--- src/design/vqi_pkg.sv ---
// ----------------------------------------------------------------------------
// vqi_pkg
// Shared types, widths and codes for the VLAN ingress qualifier.
// ----------------------------------------------------------------------------
package vqi_pkg;

  localparam int VLAN_COUNT  = 4096;
  localparam int COUNT_WIDTH = 32;
  localparam int QUEUE_DEPTH = 2;

  localparam int VLAN_W      = 12;
  localparam int MAC_W       = 48;
  localparam int REASON_W    = 4;
  localparam int OUT_CNT_W   = 32;
  localparam int CFG_IDX_W   = 3;
  localparam int CFG_DATA_W  = 48;
  localparam int VIDX_W      = $clog2(VLAN_COUNT);
  localparam int QPTR_W      = (QUEUE_DEPTH > 1) ? $clog2(QUEUE_DEPTH) : 1;
  localparam int QCNT_W      = $clog2(QUEUE_DEPTH + 1);

  localparam logic [VLAN_W:0]        VLAN_LIMIT = (VLAN_W + 1)'(VLAN_COUNT);
  localparam logic [VIDX_W-1:0]      VIDX_LAST  = VIDX_W'(VLAN_COUNT - 1);
  localparam logic [COUNT_WIDTH-1:0] CNT_MAX    = '1;
  localparam logic [MAC_W-1:0]       MAC_BCAST  = '1;

  typedef enum logic [REASON_W-1:0] {
    REASON_OK               = 4'd0,
    REASON_NO_ROLE          = 4'd1,
    REASON_DOWN             = 4'd2,
    REASON_NO_BRIDGE        = 4'd3,
    REASON_BRIDGE_DOWN      = 4'd4,
    REASON_TAG_ON_ACCESS    = 4'd5,
    REASON_ACCESS_MISMATCH  = 4'd6,
    REASON_UNTAGGED_TRUNK   = 4'd7,
    REASON_TRUNK_NOT_MEMBER = 4'd8,
    REASON_TAG_ON_L3        = 4'd9,
    REASON_UNKNOWN          = 4'd10
  } reason_t;

  typedef enum logic [CFG_IDX_W-1:0] {
    REG_L3_ENABLED  = 3'd0,
    REG_SWITCHPORT  = 3'd1,
    REG_ADMIN_UP    = 3'd2,
    REG_AC_ROLE     = 3'd3,
    REG_L2_MODE     = 3'd4,
    REG_ACCESS_VLAN = 3'd5,
    REG_GRE_TUNNEL  = 3'd6,
    REG_PORT_MAC    = 3'd7
  } cfg_reg_t;

  typedef enum logic [1:0] {
    AC_NONE        = 2'd0,
    AC_NO_BRIDGE   = 2'd1,
    AC_BRIDGE_DOWN = 2'd2,
    AC_BRIDGE_UP   = 2'd3
  } ac_role_t;

  typedef enum logic [1:0] {
    MODE_NONE   = 2'd0,
    MODE_ACCESS = 2'd1,
    MODE_TRUNK  = 2'd2,
    MODE_UNUSED = 2'd3
  } l2_mode_t;

  typedef enum logic {
    CMD_QUALIFY = 1'b0,
    CMD_MEMBER  = 1'b1
  } command_t;

  typedef enum logic {
    CLR_SWEEP = 1'b0,
    CLR_DONE  = 1'b1
  } clr_state_t;

  typedef struct packed {
    reason_t             reason;
    logic [VLAN_W-1:0]   apply_vlan;
  } decision_t;

endpackage

--- src/design/vqi_queue.sv ---
// ----------------------------------------------------------------------------
// vqi_queue
// Short decision queue between the classify stage and the counter stage.
// ----------------------------------------------------------------------------
module vqi_queue (
  input  logic                clk,
  input  logic                rst_n,
  input  logic                push_valid,
  output logic                push_ready,
  input  vqi_pkg::decision_t  push_data,
  output logic                pop_valid,
  input  logic                pop_ready,
  output vqi_pkg::decision_t  pop_data
);

  vqi_pkg::decision_t          entry_r [vqi_pkg::QUEUE_DEPTH];
  logic [vqi_pkg::QPTR_W-1:0]  wr_ptr_r;
  logic [vqi_pkg::QPTR_W-1:0]  rd_ptr_r;
  logic [vqi_pkg::QCNT_W-1:0]  count_r;
  logic                        push;
  logic                        pop;

  localparam logic [vqi_pkg::QPTR_W-1:0] PTR_LAST = vqi_pkg::QPTR_W'(vqi_pkg::QUEUE_DEPTH - 1);
  localparam logic [vqi_pkg::QCNT_W-1:0] CNT_FULL = vqi_pkg::QCNT_W'(vqi_pkg::QUEUE_DEPTH);

  assign push_ready = count_r != CNT_FULL;
  assign pop_valid  = count_r != '0;
  assign push       = push_valid && push_ready;
  assign pop        = pop_valid && pop_ready;
  assign pop_data   = entry_r[rd_ptr_r];

  always_ff @(posedge clk) begin
    if (push) entry_r[wr_ptr_r] <= push_data;
  end

  always_ff @(posedge clk) begin
    if (!rst_n) begin
      wr_ptr_r <= '0;
      rd_ptr_r <= '0;
      count_r  <= '0;
    end else begin
      if (push) wr_ptr_r <= (wr_ptr_r == PTR_LAST) ? '0 : wr_ptr_r + 1'b1;
      if (pop)  rd_ptr_r <= (rd_ptr_r == PTR_LAST) ? '0 : rd_ptr_r + 1'b1;
      if (push && !pop)      count_r <= count_r + 1'b1;
      else if (pop && !push) count_r <= count_r - 1'b1;
    end
  end

endmodule

--- config.mk ---
export PLATFORM = sky130hd
export DESIGN_NAME = vqi_queue
export DESIGN_NICKNAME = d
export VERILOG_FILES = /design/src/design/vqi_pkg.sv /design/src/design/vqi_queue.sv
export SDC_FILE = /design/constraint.sdc
export NUM_CORES = 1
export LEC_CHECK = 0
export ABC_AREA = 0
export BUFFER_PORTS_ARGS = -buffer_cell sky130_fd_sc_hd__buf_2
export CAP_MARGIN = 20
export CORE_MARGIN = 3
export CORE_UTILIZATION = 54
export CTS_CLUSTER_DIAMETER = 50
export DETAILED_ROUTE_END_ITERATION = 16
export GPL_ROUTABILITY_DRIVEN = 0
export HOLD_SLACK_MARGIN = 0.08
export PLACE_DENSITY_LB_ADDON = 0.12
export SYNTH_ARGS = -nofsm -noshare
export SYNTH_HDL_FRONTEND = slang
export SYNTH_SLANG_ARGS = --single-unit
--- constraint.sdc ---
create_clock -name clk -period 4.4 [get_ports clk]
set_clock_uncertainty 0.15 [all_clocks]
set_input_delay 0.66 -clock clk [delete_from_list [all_inputs] [get_ports clk]]
set_output_delay 0.66 -clock clk [all_outputs]
set_load 0.005 [all_outputs]
==> qor.yml <==
outcome: "finished, final reports clean"
end_kind: "primary output"
dr_total_vias: 759
hold_start: "push_data[2]"
grt_pass1_wl_mm: 3.54
critPathSlowestCell: "dfxtp_1"
yosys-top-cells-area: "edfxtp_1, mux2_2, dfxtp_1"
die_h_um: 56.8
relSlewSlack: 0.501
yosys.area_share.simple: 0.0467
synth_edf_count: 32
nFillCells: 163
worst_skew_pair.late_latency_ps: 320
setup_tns_ps: 0
critical_path.cell_chain: "mux2_2, buf_2"
rsz0062_at_grt: "no"
synth_top_cell_by_area: "edfxtp_1"
yosys.area_share.adder: 0.00898
synthXorXnorAreaFrac: 0.0189
grt_max_degree: 17
viasPerCell: 5.23
rows: 17
layout-drive-gt1-share: 0.538
grt_pass1_vias: 835
start_util: 0.601
synthDistinctLibCells: 19
power_mw: 0.861
cts_inserted_buffers: 5
layout_min_cycle_time_ps: 2460
drtIter0Drc: 14
dpl.hpwl_mm: 1.44
worst_setup_path_start_kind: "flop"
post_drt_wl_per_cell_um: 14.1
holdWs_ps: 368
drv_slew: 0
drtPass1Iterations: 4
area_delta_synth_final_pct: 18.8
antenna_cells: 0
maxCapViolations: 0
arrival_ps: 1650
synth_ff_type: "edfxtp_1"
synthesis.nets: 95
die-area_mm2: 0.00323
fin_ws_ps: 1940
avgSynthCellArea_um2: 18.8
worstReg2RegStart: "count_r[0]"
synth_top_family_by_area: "multiplexers"
finalHoldViolations: 0
ys_ff_latch: 37
yosysWarnings: 0
final_nets: 137
worst_slew_pin_slew_ps: 748
synth_compound_area_frac: 0.0251
yosysTopAreaCellShare: 0.689
syn_area_mm2: 0.00139
critPathKind: "reg2out"
yosysSeqAreaShare: 0.761
die_w_um: 56.8
cts_sinks: 37
finalCritPeriodShare: 0.560
synth_cells: 74
ir_drop_uv: 411
core_area_mm2: 0.00232
hold_buffers: 0
cp_data_required_time_ps: 3590
leakagePower_nw: 0.639
clock.fmax_mhz: 406
gr-usage-all-layers: 0.150
postCtsSetupBuffers: 0
synthArstFlopShare: 0
critPathMaxStageDelay_ps: 790
postRouteAntennaNets: 0
antenna_found_initial: 0
setup_violations: 0
power.density_mw_per_mm2: 520
synth.area.mux_share: 0.129
cts_tree: "yes"
clkTransAtPathRegs_ps: 100
preCtsSetupSlack_ps: 2260
cts_resized: 0
portBuffers: 37
ios: 38
grt_overflow: 0
clock_path_buffers: 2
wl_mm: 2.05
hp-class: "in2reg"
route.detailed.drc: 0
ctsRootBufferMaster: "clkbuf_4"
h-tree-depth: 2
worstPathMaxFanout: 16
[synthesized netlist by cell type (all sizes together) (2+ instances only)]
library cell / instances
xnor2: 2
edfxtp: 32
buf: 2
and2: 4
dfxtp: 5
mux2: 16
o21ai: 2
a21boi: 2
[stage by stage]
step / std cells / instance area [um2] / util
detailed placement: 137 / 1600 / 0.692
global placement: 137 / 1600 / 0.692
finish: 145 / 1660 / 0.714
global route: 145 / 1660 / 0.714
floorplan: 74 / 1390 / -
CTS: 145 / 1660 / 0.714
[kinds of logic after synthesis]
| logic type | after synthesis |
|---|---|
| compound gates | 5 |
| xor+xnor | 3 |
| fa+ha+maj | 1 |
| buf+inv | 3 |
| flops | 37 |
| mux | 16 |
| simple gates | 9 |
[power breakdown]
| group | switching, mW | internal, mW |
|---|---|---|
| sequential | 0.0403 | 0.442 |
| clock | 0.0999 | 0.0608 |
| combinational | 0.0883 | 0.130 |
[placed cells by master, fill, tap and decap left out, drive strengths merged, types with 2 or more instances in the layout]
| cell type | netlist | final |
|---|---|---|
| buf | 2 | 37 |
| edfxtp | 32 | 32 |
| mux2 | 16 | 16 |
| clkbuf | 0 | 6 |
| dfxtp | 5 | 5 |
| and2 | 4 | 4 |
| xnor2 | 2 | 2 |
| clkinv | 0 | 2 |
| o21ai | 2 | 2 |
| a21boi | 2 | 2 |
[flip-flops by register name, summed over array words and instances, names as in the netlist, named ones only]
| signal | count |
|---|---|
| count_r | 2 |
| entry_r | 32 |
| rd_ptr_r | 1 |
| wr_ptr_r | 1 |
[layout make-up]
class | count | area (um2) | area share
clock buffer | 6 | 41.3 | 0.0249
clock inverter | 2 | 10.0 | 0.00605
multi-input combinational | 34 | 319 | 0.193
timing repair buffer | 37 | 185 | 0.112
tap | 28 | 35.0 | 0.0212
sequential | 37 | 1060 | 0.641
inverter | 1 | 3.75 | 0.00227
[worst paths after layout]
| check | endpoint | slack [ps] | cells past startpoint |
|---|---|---|---|
| setup / recovery | pop_data[5] | 1940 | 2 |
| hold / removal | entry_r[0][2] | 370 | 1 |
| setup reg to reg | entry_r[1][7] | 2630 | 2 |
| hold reg to reg | count_r[1] | 430 | 2 |
[per-layer routing]
| layer | track usage | vias to the layer above | wire, um |
|---|---|---|---|
| met3 | 0.0828 | 2 | 140 |
| met2 | 0.251 | 30 | 1070 |
| met4 | 0.0695 | 0 | 22 |
| met5 | 0 | - | 0 |
| li1 | - | 365 | - |
| met1 | 0.152 | 362 | 816 |
[worst max-delay path: cells and delay by family, from the launching register on]
kind	cells	cell delay, ps
buffers and inverters	1	130
muxes	1	410
DFF	1	790
No activity file was read; power rests on OpenSTA's default activity.
