===== config.mk =====
export PLATFORM = sky130hd
export DESIGN_NAME = vqi_back_flat
export DESIGN_NICKNAME = d
export VERILOG_FILES = /design/src/design/vqi_pkg.sv /design/src/design/vqi_out_if.sv /design/src/design/vqi_back.sv /design/src/flat_wrapper.sv
export SDC_FILE = /design/constraint.sdc
export NUM_CORES = 1
export LEC_CHECK = 0
export BUFFER_PORTS_ARGS = -buffer_cell sky130_fd_sc_hd__buf_2
export CAP_MARGIN = 5
export CELL_PAD_IN_SITES_DETAIL_PLACEMENT = 1
export CELL_PAD_IN_SITES_GLOBAL_PLACEMENT = 2
export CORE_ASPECT_RATIO = 1.1
export CORE_MARGIN = 5
export CORE_UTILIZATION = 37
export DETAILED_ROUTE_END_ITERATION = 6
export PLACE_DENSITY = 0.86
export SYNTH_ARGS = -nofsm -noshare
export SYNTH_HDL_FRONTEND = slang
export SYNTH_SLANG_ARGS = --single-unit
export TNS_END_PERCENT = 30

===== constraint.sdc =====
create_clock -name clk -period 5 [get_ports clk]
set_input_delay 0.75 -clock clk [delete_from_list [all_inputs] [get_ports clk]]
set_output_delay 0.75 -clock clk [all_outputs]
set_load 0.01 [all_outputs]

===== src/design/vqi_pkg.sv =====
// ----------------------------------------------------------------------------
// vqi_pkg
// Shared types, widths and codes for the VLAN ingress qualifier.
// ----------------------------------------------------------------------------
package vqi_pkg;

  localparam int VLAN_COUNT  = 4096;
  localparam int COUNT_WIDTH = 32;
  localparam int QUEUE_DEPTH = 2;

  localparam int VLAN_W      = 12;
  localparam int MAC_W       = 48;
  localparam int REASON_W    = 4;
  localparam int OUT_CNT_W   = 32;
  localparam int CFG_IDX_W   = 3;
  localparam int CFG_DATA_W  = 48;
  localparam int VIDX_W      = $clog2(VLAN_COUNT);
  localparam int QPTR_W      = (QUEUE_DEPTH > 1) ? $clog2(QUEUE_DEPTH) : 1;
  localparam int QCNT_W      = $clog2(QUEUE_DEPTH + 1);

  localparam logic [VLAN_W:0]        VLAN_LIMIT = (VLAN_W + 1)'(VLAN_COUNT);
  localparam logic [VIDX_W-1:0]      VIDX_LAST  = VIDX_W'(VLAN_COUNT - 1);
  localparam logic [COUNT_WIDTH-1:0] CNT_MAX    = '1;
  localparam logic [MAC_W-1:0]       MAC_BCAST  = '1;

  typedef enum logic [REASON_W-1:0] {
    REASON_OK               = 4'd0,
    REASON_NO_ROLE          = 4'd1,
    REASON_DOWN             = 4'd2,
    REASON_NO_BRIDGE        = 4'd3,
    REASON_BRIDGE_DOWN      = 4'd4,
    REASON_TAG_ON_ACCESS    = 4'd5,
    REASON_ACCESS_MISMATCH  = 4'd6,
    REASON_UNTAGGED_TRUNK   = 4'd7,
    REASON_TRUNK_NOT_MEMBER = 4'd8,
    REASON_TAG_ON_L3        = 4'd9,
    REASON_UNKNOWN          = 4'd10
  } reason_t;

  typedef enum logic [CFG_IDX_W-1:0] {
    REG_L3_ENABLED  = 3'd0,
    REG_SWITCHPORT  = 3'd1,
    REG_ADMIN_UP    = 3'd2,
    REG_AC_ROLE     = 3'd3,
    REG_L2_MODE     = 3'd4,
    REG_ACCESS_VLAN = 3'd5,
    REG_GRE_TUNNEL  = 3'd6,
    REG_PORT_MAC    = 3'd7
  } cfg_reg_t;

  typedef enum logic [1:0] {
    AC_NONE        = 2'd0,
    AC_NO_BRIDGE   = 2'd1,
    AC_BRIDGE_DOWN = 2'd2,
    AC_BRIDGE_UP   = 2'd3
  } ac_role_t;

  typedef enum logic [1:0] {
    MODE_NONE   = 2'd0,
    MODE_ACCESS = 2'd1,
    MODE_TRUNK  = 2'd2,
    MODE_UNUSED = 2'd3
  } l2_mode_t;

  typedef enum logic {
    CMD_QUALIFY = 1'b0,
    CMD_MEMBER  = 1'b1
  } command_t;

  typedef enum logic {
    CLR_SWEEP = 1'b0,
    CLR_DONE  = 1'b1
  } clr_state_t;

  typedef struct packed {
    reason_t             reason;
    logic [VLAN_W-1:0]   apply_vlan;
  } decision_t;

endpackage


===== src/design/vqi_out_if.sv =====
// ----------------------------------------------------------------------------
// vqi_out_if
// Result channel: qualification decision and drop counters.
// ----------------------------------------------------------------------------
interface vqi_out_if;
  logic                          valid;
  logic                          ready;
  logic                          accept;
  logic [vqi_pkg::REASON_W-1:0]  reason;
  logic [vqi_pkg::VLAN_W-1:0]    apply_vlan;
  logic [vqi_pkg::OUT_CNT_W-1:0] port_drops;
  logic [vqi_pkg::OUT_CNT_W-1:0] bridge_drops;

  modport source (output valid, accept, reason, apply_vlan, port_drops, bridge_drops,
                  input ready);
  modport sink (input valid, accept, reason, apply_vlan, port_drops, bridge_drops,
                output ready);
endinterface


===== src/design/vqi_back.sv =====
// ----------------------------------------------------------------------------
// vqi_back
// Drop counters and the output register of the result channel.
// ----------------------------------------------------------------------------
module vqi_back (
  input  logic                clk,
  input  logic                rst_n,
  input  logic                pop_valid,
  output logic                pop_ready,
  input  vqi_pkg::decision_t  pop_data,
  vqi_out_if.source           out_ch
);

  logic [vqi_pkg::COUNT_WIDTH-1:0] port_cnt_r, port_cnt_nxt;
  logic [vqi_pkg::COUNT_WIDTH-1:0] bridge_cnt_r, bridge_cnt_nxt;
  logic                            out_valid_r;
  logic                            accept_r;
  vqi_pkg::reason_t                reason_r;
  logic [vqi_pkg::VLAN_W-1:0]      apply_r;
  logic [vqi_pkg::OUT_CNT_W-1:0]   port_out_r;
  logic [vqi_pkg::OUT_CNT_W-1:0]   bridge_out_r;
  logic                            pop;
  logic                            bump_port;
  logic                            bump_bridge;

  assign pop_ready = !out_valid_r || out_ch.ready;
  assign pop       = pop_valid && pop_ready;

  always_comb begin
    bump_port   = 1'b0;
    bump_bridge = 1'b0;
    case (pop_data.reason) inside
      vqi_pkg::REASON_DOWN, vqi_pkg::REASON_NO_BRIDGE, vqi_pkg::REASON_UNKNOWN:
        bump_port = 1'b1;
      vqi_pkg::REASON_BRIDGE_DOWN:
        bump_bridge = 1'b1;
      default: ;
    endcase
  end

  always_comb begin
    port_cnt_nxt   = port_cnt_r;
    bridge_cnt_nxt = bridge_cnt_r;
    if (bump_port && port_cnt_r != vqi_pkg::CNT_MAX)     port_cnt_nxt   = port_cnt_r + 1'b1;
    if (bump_bridge && bridge_cnt_r != vqi_pkg::CNT_MAX) bridge_cnt_nxt = bridge_cnt_r + 1'b1;
  end

  always_ff @(posedge clk) begin
    if (!rst_n) begin
      port_cnt_r   <= '0;
      bridge_cnt_r <= '0;
      out_valid_r  <= 1'b0;
    end else begin
      if (pop) begin
        port_cnt_r   <= port_cnt_nxt;
        bridge_cnt_r <= bridge_cnt_nxt;
        out_valid_r  <= 1'b1;
      end else if (out_ch.ready) begin
        out_valid_r  <= 1'b0;
      end
    end
  end

  always_ff @(posedge clk) begin
    if (pop) begin
      accept_r     <= pop_data.reason == vqi_pkg::REASON_OK;
      reason_r     <= pop_data.reason;
      apply_r      <= pop_data.apply_vlan;
      port_out_r   <= vqi_pkg::OUT_CNT_W'(port_cnt_nxt);
      bridge_out_r <= vqi_pkg::OUT_CNT_W'(bridge_cnt_nxt);
    end
  end

  assign out_ch.valid        = out_valid_r;
  assign out_ch.accept       = accept_r;
  assign out_ch.reason       = reason_r;
  assign out_ch.apply_vlan   = apply_r;
  assign out_ch.port_drops   = port_out_r;
  assign out_ch.bridge_drops = bridge_out_r;

endmodule


===== src/flat_wrapper.sv =====
// flat-port wrapper written by rule: the top's interface ports become plain ports
module vqi_back_flat 
  (clk, rst_n, pop_valid, pop_ready, pop_data, out_ch_valid, out_ch_accept, out_ch_reason, out_ch_apply_vlan, out_ch_port_drops, out_ch_bridge_drops, out_ch_ready);
  vqi_out_if out_ch_i ();
  input  logic clk;
  input  logic rst_n;
  input  logic pop_valid;
  output logic pop_ready;
  input  vqi_pkg::decision_t pop_data;
  output wire logic [$bits(out_ch_i.valid)-1:0] out_ch_valid;
  output wire logic [$bits(out_ch_i.accept)-1:0] out_ch_accept;
  output wire logic [$bits(out_ch_i.reason)-1:0] out_ch_reason;
  output wire logic [$bits(out_ch_i.apply_vlan)-1:0] out_ch_apply_vlan;
  output wire logic [$bits(out_ch_i.port_drops)-1:0] out_ch_port_drops;
  output wire logic [$bits(out_ch_i.bridge_drops)-1:0] out_ch_bridge_drops;
  input wire logic [$bits(out_ch_i.ready)-1:0] out_ch_ready;
  assign out_ch_valid = out_ch_i.valid;
  assign out_ch_accept = out_ch_i.accept;
  assign out_ch_reason = out_ch_i.reason;
  assign out_ch_apply_vlan = out_ch_i.apply_vlan;
  assign out_ch_port_drops = out_ch_i.port_drops;
  assign out_ch_bridge_drops = out_ch_i.bridge_drops;
  assign out_ch_i.ready = out_ch_ready;
  vqi_back u_core (.clk(clk), .rst_n(rst_n), .pop_valid(pop_valid), .pop_ready(pop_ready), .pop_data(pop_data), .out_ch(out_ch_i));
endmodule

==> results of run 1 <==
## critical path: cells and delay by family (launching register included)
kind | cells | cell delay (ns)
buf+inv | 1 | 0.35
xor+xnor | 1 | 0.15
flops | 1 | 0.49
simple gates | 4 | 1.85
## sequential cells by signal, indices dropped and copies added, names as in the netlist
signal                      count
u_core.out_ch.bridge_drops     32
u_core.bridge_cnt_r            32
u_core.out_ch.accept            1
u_core.out_ch.port_drops       32
u_core.port_cnt_r              32
u_core.out_ch.reason            4
u_core.out_ch.apply_vlan       12
u_core.out_ch.valid             1
## how the worst max path moves through the flow
| stage | start | to | slack, ns | depth (start not counted) |
|---|---|---|---|---|
| after global placement | pop_data[13] | u_core.out_ch.bridge_drops[21] | 1.66 | 6 |
| after global routing | u_core.bridge_cnt_r[14] | u_core.out_ch.bridge_drops[13] | 1.67 | 6 |
| after detailed placement | pop_data[13] | u_core.out_ch.bridge_drops[21] | 1.54 | 6 |
| after CTS | u_core.bridge_cnt_r[14] | u_core.out_ch.bridge_drops[13] | 1.87 | 6 |
| after floorplan | out_ch_ready | u_core.bridge_cnt_r[9] | 0.45 | 7 |
| final | u_core.bridge_cnt_r[14] | u_core.out_ch.bridge_drops[13] | 1.87 | 6 |
## per-layer routing
layer / routed length [um] / vias to the layer above / GRT usage [%]
met3: 719 / 20 / 3.40
met2: 10100 / 100 / 32.5
met4: 303 / 0 / 6.12
li1: - / 2709 / -
met1: 7320 / 2803 / 18.9
met5: 0 / - / 0
## per-stage QoR
stage	instance area (um2)	power, mW
final	8300	2.79
after global routing	8300	2.89
after CTS	8290	2.82
after detailed placement	7670	1.46
after global placement	7670	1.46
after floorplan	7020	1.40
## layout make-up
cell class | count | share of cell area, %
Multi-Input combinational cell | 483 | 36.8
Tap cell | 243 | 3.66
Clock buffer | 17 | 5.13
Sequential cell | 146 | 45.0
Clock inverter | 15 | 2.37
Timing Repair Buffer | 107 | 6.57
Inverter | 10 | 0.483
## cells by family (layout without fill, tap and decap cells)
family / after synthesis / count (layout)
xor+xnor: 62 / 62
flops: 146 / 146
compound gates: 93 / 93
simple gates: 305 / 305
mux: 21 / 21
fa+ha+maj: 2 / 2
buf+inv: 55 / 149
## cell usage after synthesis (2+ instances only)
cell      count
nand2_1      72
and4_1        4
o21ai_1       4
clkbuf_1     31
ha_1          2
nand2b_1     21
o211ai_1      3
buf_4         3
a211oi_1      2
inv_1         9
a21oi_1      43
nor3_1       34
or4b_2        4
nand4b_1      2
or4_1        31
xor2_1       42
o31ai_1      26
nand4_1      26
mux2i_1      19
mux2_2        2
nor2b_1       2
xnor2_1      20
or3_1        12
nor3b_1       3
nor4b_1       3
o21ai_0      12
nand3_1      23
nor2_1       29
or4_4         2
dfxtp_1      65
edfxtp_1     81
and3_1        8
buf_2         9
nor4_1       19
and2_1        3
## layout by cell type (no fill, tap or decap), types with 17 or more instances in the layout
cell and instances:
xnor2_1 20, buf_2 103, dfxtp_1 65, nand2_1 72, nand4_1 26, or4_1 31
xor2_1 42, edfxtp_1 81, nand3_1 23, nand2b_1 21, a21oi_1 43, nor2_1 29
o31ai_1 26, nor4_1 19, clkbuf_16 17, mux2i_1 19, nor3_1 34
## report_power, final
group          leakage [nW]  switching (mW)  total (mW)  internal [mW]
clock network         0.296           0.553        1.35          0.801
logic                  1.39          0.0835       0.120         0.0365
registers              1.32         0.00964        1.31           1.30
total                  3.01           0.646        2.79           2.14
==> run_results.csv, run 1 <==
group,metric,value,unit
outcome,status,"finished, final reports clean",
clocking,postCtsResizedCells,0,
layout,seq_area,3730,um2
hold_path,hold_class,"reg -> reg",
layout,fill_cells,2102,
timing,period_share,62.5,%
setup_path,crit_fanout,41,
floorplan,die-area,21800,um2
setup_path,r2r-start,"u_core.bridge_cnt_r[14]",
layout,multiInputGateArea,3050,um2
synth,yosys_warnings,0,
timing,fin_skew,0.00866,ns
synth,synthAdderAreaFrac,0.356,%
synth,yosysTopAreaCellShare,34.6,%
grt,grt_max_degree,64,
floorplan,die_h,155,um
clocking,tritoncts,"built",
floorplan,start_util,37.9,%
detailed_routing,drt_iter0_drc,278,
clocking,clock_path_buffers,2,
layout,nets,787,
synth,synth_xor_area_share,7.73,%
timing,max_freq,320,MHz
timing,period_minus_slack,3.13,ns
setup_path,r2r_cells,6,
timing,tightest_slew,1.08,ns
synth,synth.distinct_cells,48,
grt,grt_pass1_wl,30.2,mm
placement,dp.cells,988,
setup_path,critPathRequiredTime,5.17,ns
setup_path,rr_endpoint,"u_core.out_ch.bridge_drops[13]",
layout,drive_above_1_share,19.7,%
synth,syn_avg_cell_area,10.3,um2
hold_path,min_delay_worst_endpoint,"u_core.bridge_cnt_r[18]",
detailed_routing,vias,5632,
synth,synth.area.mux_share,3.03,%
floorplan,rows,52,
grt,antenna_found_initial,0,
clocking,post_cts_buffers,0,
grt,grt_overflow,0,
floorplan,ios,103,
layout,area_growth_syn_to_layout,18.1,%
clocking,cts_buffers,17,
synth,synth_flop_cell,"edfxtp_1",
placement,dp_slack,1.54,ns
timing,relSlewSlack,27.8,%
synth,synth_compound_area_share,7.93,%
synth,syn_area,7020,um2
timing,grt_setup_unrepaired,"no",
floorplan,die_x,141,um
floorplan,coreArea,18500,um2
clocking,clk_pin_slew,0.06,ns
hold_path,hold_depth,2,
synth,synth_top_family_by_area,"simple AND/OR/NAND/NOR gates",
synth,synth-async-reset-ratio,0,%
setup_path,critPathSlowestCell,"and4bb_2",
timing,layout_setup_ws,1.87,ns
timing,setup_viol,0,
detailed_routing,post_drt_via_cell_ratio,5.52,
setup_path,critPathArrivalTime,3.30,ns
detailed_routing,ant_nets,0,
placement,io_buffers,102,
detailed_routing,wl_per_cell,18.1,um
synth,netlist_instances,684,
synth,synth_nets,706,
power,power_density,336,nW/um2
run,drv_cap,0,
setup_path,cpPeakStageDelay,0.88,ns
clocking,cts_sinks,146,
layout,final_util,44.8,%
grt,first_global_vias,5897,
setup_path,critPathCaptureType,"flop",
setup_path,cp-start-kind,"flop",
detailed_routing,dr.pass1.iters,4,
detailed_routing,drc,0,
layout,diodes,0,
layout,final_cells,1021,
synth,synth.ff_latch_count,146,
synth,synth_top_cell_by_area,"edfxtp_1",
clocking,h-tree-depth,4,
power,vdd_drop_max,0.000242,V
setup_path,crit_chain,"nand4_1 > or4_1 > and4bb_2 > buf_4 > nor2_1 > xor2_1",
hold_path,min_from,"u_core.bridge_cnt_r[18]",
timing,fin_tns_setup,0,ns
power,leakage,3.01,nW
synth,ys_top_cells_by_area,"edfxtp_1 (35%), dfxtp_1 (19%), xor2_1 (5.2%)",
clocking,hold_buffers,0,
detailed_routing,wl,18.4,mm
placement,routabilityCongestion,0.846,
grt,grtUsageTotal,17.2,%
placement,dpl.hpwl,12.4,mm
timing,drv_slew,0,
synth,synthSimpleGateAreaFrac,24.4,%
clocking,cts-root-buf,"clkbuf_16",
timing,hold_viol,0,
timing,holdWs,0.479,ns
setup_path,worstSetupPathType,"reg -> reg",
synth,seq_area_frac_synth,53.2,%
synth,synth_edf_count,81,
clocking,insertion_delay,0.44,ns
setup_path,rrSetupSlack,1.87,ns
Power figures use the tool's default switching activity.
==> inputs of run 2 (changes only) <==
--- a/config.mk
+++ b/config.mk
@@ -5,15 +5,16 @@
 export SDC_FILE = /design/constraint.sdc
 export NUM_CORES = 1
 export LEC_CHECK = 0
+export ABC_AREA = 1
 export BUFFER_PORTS_ARGS = -buffer_cell sky130_fd_sc_hd__buf_2
 export CAP_MARGIN = 5
 export CELL_PAD_IN_SITES_DETAIL_PLACEMENT = 1
 export CELL_PAD_IN_SITES_GLOBAL_PLACEMENT = 2
 export CORE_ASPECT_RATIO = 1.1
 export CORE_MARGIN = 5
-export CORE_UTILIZATION = 37
+export CORE_UTILIZATION = 30
 export DETAILED_ROUTE_END_ITERATION = 6
-export PLACE_DENSITY = 0.86
+export PLACE_DENSITY = 0.81
 export SYNTH_ARGS = -nofsm -noshare
 export SYNTH_HDL_FRONTEND = slang
 export SYNTH_SLANG_ARGS = --single-unit
==> constraint.sdc (replaced) <==
create_clock -name clk -period 2.6 [get_ports clk]
set_input_delay 0.39 -clock clk [delete_from_list [all_inputs] [get_ports clk]]
set_output_delay 0.39 -clock clk [all_outputs]
set_load 0.01 [all_outputs]
==> run_results.csv, run 2 <==
group,metric,value,unit
timing,setup_viol,0,
layout,multiInputGateArea,3440,um2
layout,final_cell_mix,"nand2_1 (364), inv_1 (149), nor2_1 (118), buf_2 (102), nand3_1 (101)",
setup_path,cp-start-kind,"flop",
synth,ys_top_cells_by_count,"nand2_1 (364), inv_1 (150), nor2_1 (118), nand3_1 (101), edfxtp_1 (81)",
layout,final_util,36.3,%
clocking,postCtsResizedCells,0,
grt,grt_pass1_wl,38.3,mm
detailed_routing,wl,23.5,mm
placement,routabilityCongestion,0.832,
placement,place_area,8870,um2
hold_path,hold_class,"in -> reg",
setup_path,critPathCaptureType,"flop",
timing,relSlewSlack,17.8,%
clocking,clock_path_buffers,2,
synth,yosysMostFrequentCell,"nand2_1",
detailed_routing,vias,7146,
setup_path,critPathArrivalTime,2.73,ns
layout,seq_area,3730,um2
detailed_routing,post_drt_via_cell_ratio,4.59,
synth,seq_area_frac_synth,46.9,%
setup_path,worstSetupPathType,"reg -> reg",
layout,drive_above_1_share,16.3,%
clocking,cts_buffers,17,
grt,grt_max_degree,46,
floorplan,die-area,29900,um2
detailed_routing,dr.pass1.iters,4,
layout,design_area,9480,um2
clocking,cts_sinks,146,
placement,dpl.hpwl,17.5,mm
floorplan,die_x,165,um
placement,io_buffers,102,
power,vdd_drop_max,0.000304,V
grt,antenna_found_initial,0,
setup_path,crit_path_start,"u_core.port_cnt_r[0]",
floorplan,ios,103,
clocking,insertion_delay,0.43,ns
placement,dp.cells,1526,
synth,yosys_warnings,0,
floorplan,die_h,181,um
detailed_routing,drt_iter0_drc,329,
synth,netlist_instances,1087,
timing,grt_setup_unrepaired,"yes",
layout,final_common_cell,"nand2_1",
clocking,post_cts_buffers,0,
synth,synth_top_cell_by_area,"edfxtp_1",
layout,diodes,0,
run,drv_cap,0,
setup_path,crit_end,"u_core.out_ch.port_drops[16]",
timing,period_share,94.4,%
clocking,clk_pin_slew,0.07,ns
grt,grt_overflow,0,
setup_path,r2r-start,"u_core.port_cnt_r[0]",
synth,synth_edf_count,81,
synth,synth.distinct_cells,28,
detailed_routing,ant_nets,0,
detailed_routing,drc,0,
synth,ys_top_cells_by_area,"edfxtp_1 (31%), nand2_1 (17%), dfxtp_1 (16%)",
power,leakage,4.41,nW
timing,fin_skew,0.0105,ns
setup_path,rr_endpoint,"u_core.out_ch.port_drops[16]",
floorplan,start_util,30.4,%
synth,synth_nets,1109,
synth,synth_flop_cell,"edfxtp_1",
synth,synth.ff_latch_count,146,
setup_path,rrSetupSlack,0.15,ns
timing,max_freq,407,MHz
floorplan,rows,62,
layout,nets,1215,
timing,period_minus_slack,2.45,ns
setup_path,r2r_cells,8,
timing,tightest_slew,1.23,ns
layout,fill_cells,3261,
power,power_density,636,nW/um2
clocking,hold_buffers,0,
synth,yosysTopAreaCellShare,30.6,%
timing,drv_slew,0,
synth,syn_avg_cell_area,7.32,um2
clocking,tritoncts,"built",
synth,synth-async-reset-ratio,0,%
timing,fin_tns_setup,0,ns
setup_path,crit_fanout,12,
grt,first_global_vias,7346,
layout,final_cells,1558,
timing,hold_viol,0,
floorplan,coreArea,26100,um2
detailed_routing,wl_per_cell,15.1,um
setup_path,critPathRequiredTime,2.88,ns
clocking,h-tree-depth,4,
grt,grtUsageTotal,16.2,%
layout,area_growth_syn_to_layout,19.1,%
clocking,cts-root-buf,"clkbuf_16",
outcome,status,"finished, final reports clean",
synth,syn_area,7960,um2
==> run 2: cell types whose count changed after synthesis, sizes merged, moves of 15 or more <==
cell,before,now
inv,9,153
nand2b,21,0
nor3,34,11
xor2,42,23
nand3,23,103
nand2,72,390
or4,33,0
xnor2,20,0
nor4,20,0
nor2,29,130
o31ai,26,0
mux2i,19,0
nand4,27,12
==> run 2: logic make-up (layout without fill, tap and decap cells) <==
logic type	Yosys count	in the layout	share of synthesized area, %
AND/OR/NAND/NOR	649	649	35.1
buffers and inverters	186	305	10.0
flip-flops	146	146	46.9
AO/OA/AOI/OAI	81	81	5.14
XOR/XNOR	23	23	2.53
adder cells (fa/ha/maj)	2	2	0.314
==> run 2: metrics by stage <==
stage	hold WS, ns	worst slack, ns	power, mW
final	0.135	0.145	6.02
after detailed placement	0.537	0.119	3.51
after CTS	0.118	0.108	6.13
after global routing	0.107	-0.123	6.35
after global placement	0.512	0.123	3.49
after floorplan	0.489	0.205	3.24
==> run 2: cell type report <==
class                      count  area share (%)
clock buffer                  18            4.53
clock inverter                14            1.86
inverter                     153            6.11
multi-input combinational    755            36.3
sequential                   146            39.4
tap                          352            4.65
timing repair buffer         120            7.21
==> run 2: layer usage <==
metal | up-vias | track usage [%] | share of wire, %
li1 | 3630 | - | -
met2 | 111 | 29.2 | 51
met4 | 0 | 5.18 | 2.5
met1 | 3365 | 18.8 | 43
met5 | - | 0 | 0
met3 | 40 | 3.37 | 3.6
==> run 2: worst min path at each step <==
stage / cells after the start / to / start / slack [ns]
floorplan: 0 / u_core.out_ch.apply_vlan[0] / pop_data[0] / 0.49
global placement: 2 / u_core.out_ch.valid / u_core.out_ch.valid / 0.51
detailed placement: 2 / u_core.out_ch.valid / u_core.out_ch.valid / 0.54
CTS: 1 / u_core.out_ch.apply_vlan[0] / pop_data[0] / 0.12
global route: 1 / u_core.out_ch.apply_vlan[6] / pop_data[6] / 0.11
finish: 1 / u_core.out_ch.apply_vlan[1] / pop_data[1] / 0.14
==> run 2: worst max-delay path, cell delays in order, from the launching register on <==
cell     delay [ns]
dfxtp_1        0.36
ha_1           0.29
nand2_1        0.11
nor2_2         0.07
nand2_2        0.11
nor2_2         0.06
a21oi_1        0.96
nand2_1        0.18
nand2_1        0.17
==> run 2: power by group <==
group	switching, mW	internal [mW]	total [mW]
sequential	0.146	2.63	2.78
clock	1.05	1.52	2.58
combinational	0.427	0.240	0.667
total	1.63	4.40	6.02
==> inputs of run 3 (changes only) <==
--- a/config.mk
+++ b/config.mk
@@ -14,7 +14,8 @@
 export CORE_MARGIN = 5
 export CORE_UTILIZATION = 30
 export DETAILED_ROUTE_END_ITERATION = 6
-export PLACE_DENSITY = 0.81
+export MAX_ROUTING_LAYER = met4
+export PLACE_DENSITY_LB_ADDON = 0.1
 export SYNTH_ARGS = -nofsm -noshare
 export SYNTH_HDL_FRONTEND = slang
 export SYNTH_SLANG_ARGS = --single-unit
==> run_results.csv, run 3 (synthesis gave the netlist of run 2 again) <==
group,metric,value,unit
outcome,status,"finished, final reports clean",
timing,tightest_slew,0.589,ns
grt,first_global_vias,7416,
setup_path,worstSetupPathType,"reg -> reg",
timing,max_freq,438,MHz
timing,grt_setup_unrepaired,"no",
clocking,postCtsResizedCells,0,
detailed_routing,drt_iter0_drc,270,
floorplan,coreArea,26100,um2
detailed_routing,wl,24.2,mm
setup_path,critPathCaptureType,"flop",
floorplan,rows,62,
detailed_routing,drc,0,
layout,nets,1219,
detailed_routing,wl_per_cell,15.5,um
timing,relSlewSlack,60.7,%
floorplan,die_x,165,um
detailed_routing,post_drt_via_cell_ratio,4.50,
layout,seq_area,3730,um2
placement,dpl.hpwl,18.4,mm
hold_path,hold_class,"in -> reg",
timing,period_minus_slack,2.28,ns
grt,antenna_found_initial,0,
layout,fill_cells,3309,
grt,grt_pass1_wl,39.4,mm
layout,multiInputGateArea,3430,um2
power,leakage,4.43,nW
timing,setup_viol,0,
detailed_routing,vias,7029,
clocking,clk_pin_slew,0.06,ns
floorplan,ios,103,
setup_path,crit_fanout,12,
clocking,cts_sinks,146,
timing,hold_viol,0,
clocking,insertion_delay,0.43,ns
setup_path,critPathRequiredTime,2.78,ns
clocking,hold_buffers,0,
placement,io_buffers,102,
clocking,cts_buffers,17,
clocking,tritoncts,"built",
clocking,h-tree-depth,4,
setup_path,cp-start-kind,"flop",
floorplan,die-area,29900,um2
grt,grtUsageTotal,17.3,%
layout,diodes,0,
power,power_density,623,nW/um2
setup_path,r2r_cells,10,
clocking,post_cts_buffers,0,
setup_path,rr_endpoint,"u_core.out_ch.port_drops[27]",
layout,drive_above_1_share,16.3,%
timing,fin_tns_setup,0,ns
layout,area_growth_syn_to_layout,19.3,%
run,drv_cap,0,
setup_path,crit_top_cell,"nand2_1",
setup_path,r2r-start,"u_core.port_cnt_r[0]",
layout,final_common_cell,"nand2_1",
setup_path,critPathArrivalTime,2.47,ns
timing,fin_skew,0.0148,ns
grt,grt_max_degree,44,
clocking,clock_path_buffers,2,
setup_path,crit_chain,"ha_1 > nand2_1 > nor2_2 > nand2_2 > nor2_2 > nand3_1 > nand2_1 > nand2_1 > nand2_1 > inv_1",
setup_path,crit_path_start,"u_core.port_cnt_r[0]",
power,vdd_drop_max,0.000368,V
floorplan,start_util,30.4,%
setup_path,crit_end,"u_core.out_ch.port_drops[27]",
layout,final_cell_mix,"nand2_1 (364), inv_1 (149), nor2_1 (118), buf_2 (102), nand3_1 (101)",
placement,routabilityCongestion,0.843,
setup_path,cpPeakStageDelay,0.41,ns
timing,period_share,87.8,%
detailed_routing,ant_nets,0,
detailed_routing,dr.pass1.iters,4,
clocking,cts-root-buf,"clkbuf_16",
timing,drv_slew,0,
setup_path,critPathSlowestCell,"dfxtp_1",
grt,grt_overflow,0,
timing,holdWs,0.137,ns
setup_path,rrSetupSlack,0.32,ns
floorplan,die_h,181,um
==> run 3: cell types whose count changed in the layout (fill, tap and decap cells not counted), sizes merged <==
cell,previous run,this run
buf,120,124
bufinv,3,2
clkbuf,18,21
clkinv,4,7
inv,158,153
==> run 3: power by group <==
| part | switching [mW] | total (mW) | internal (mW) | leakage, nW |
|---|---|---|---|---|
| registers | 0.142 | 2.78 | 2.63 | 1.35 |
| clock network | 1.00 | 2.45 | 1.45 | 0.278 |
| logic | 0.433 | 0.683 | 0.250 | 2.80 |
==> run 3: worst max-delay path: cells and delay by family, from the launching register on <==
family	cells	cell delay [ns]
AND/OR/NAND/NOR	8	1.30
flip-flops	1	0.41
adder cells (fa/ha/maj)	1	0.29
buffers and inverters	1	0.04
==> run 3: how the worst min path moves through the flow <==
stage,startpoint,endpoint,slack (ns),depth (start not counted)
floorplan,pop_data[0],u_core.out_ch.apply_vlan[0],0.49,0
global placement,pop_data[2],u_core.out_ch.apply_vlan[2],0.57,1
detailed placement,pop_data[0],u_core.out_ch.apply_vlan[0],0.57,1
CTS,pop_data[5],u_core.out_ch.apply_vlan[5],0.12,1
global route,pop_data[10],u_core.out_ch.apply_vlan[10],0.11,1
finish,pop_data[0],u_core.out_ch.apply_vlan[0],0.14,1
==> run 3: through the flow <==
| stage | setup WS [ns] | utilization [%] | cell area, um2 | total power [mW] | std cells |
|---|---|---|---|---|---|
| 4_1_cts | 0.290 | 36.3 | 9490 | 6.03 | 1562 |
| 3_5_place_dp | 0.325 | 34.1 | 8920 | 3.53 | 1530 |
| 5_1_grt | 0.0393 | 36.3 | 9490 | 6.23 | 1562 |
| 2_1_floorplan | 0.205 | - | 7960 | 3.24 | 1087 |
| 6_report | 0.317 | 36.3 | 9490 | 5.91 | 1562 |
| 3_3_place_gp | 0.409 | 34.1 | 8920 | 3.52 | 1530 |
==> run 3: area by class of cell <==
| class | instances | share of cell area, % |
|---|---|---|
| sequential | 146 | 39.3 |
| multi-input combinational | 755 | 36.1 |
| timing repair buffer | 124 | 7.78 |
| inverter | 153 | 6.10 |
| clock buffer | 21 | 4.85 |
| tap | 352 | 4.64 |
| clock inverter | 11 | 1.17 |
==> run 3: metal layers <==
metal	routed length, um	share of wire, %	track usage (%)	up-vias
met5	0	0	-	-
met4	524	2.2	5.28	0
met3	545	2.3	2.83	25
met2	12800	53	30.9	80
met1	10300	43	19.6	3290
li1	-	-	-	3634
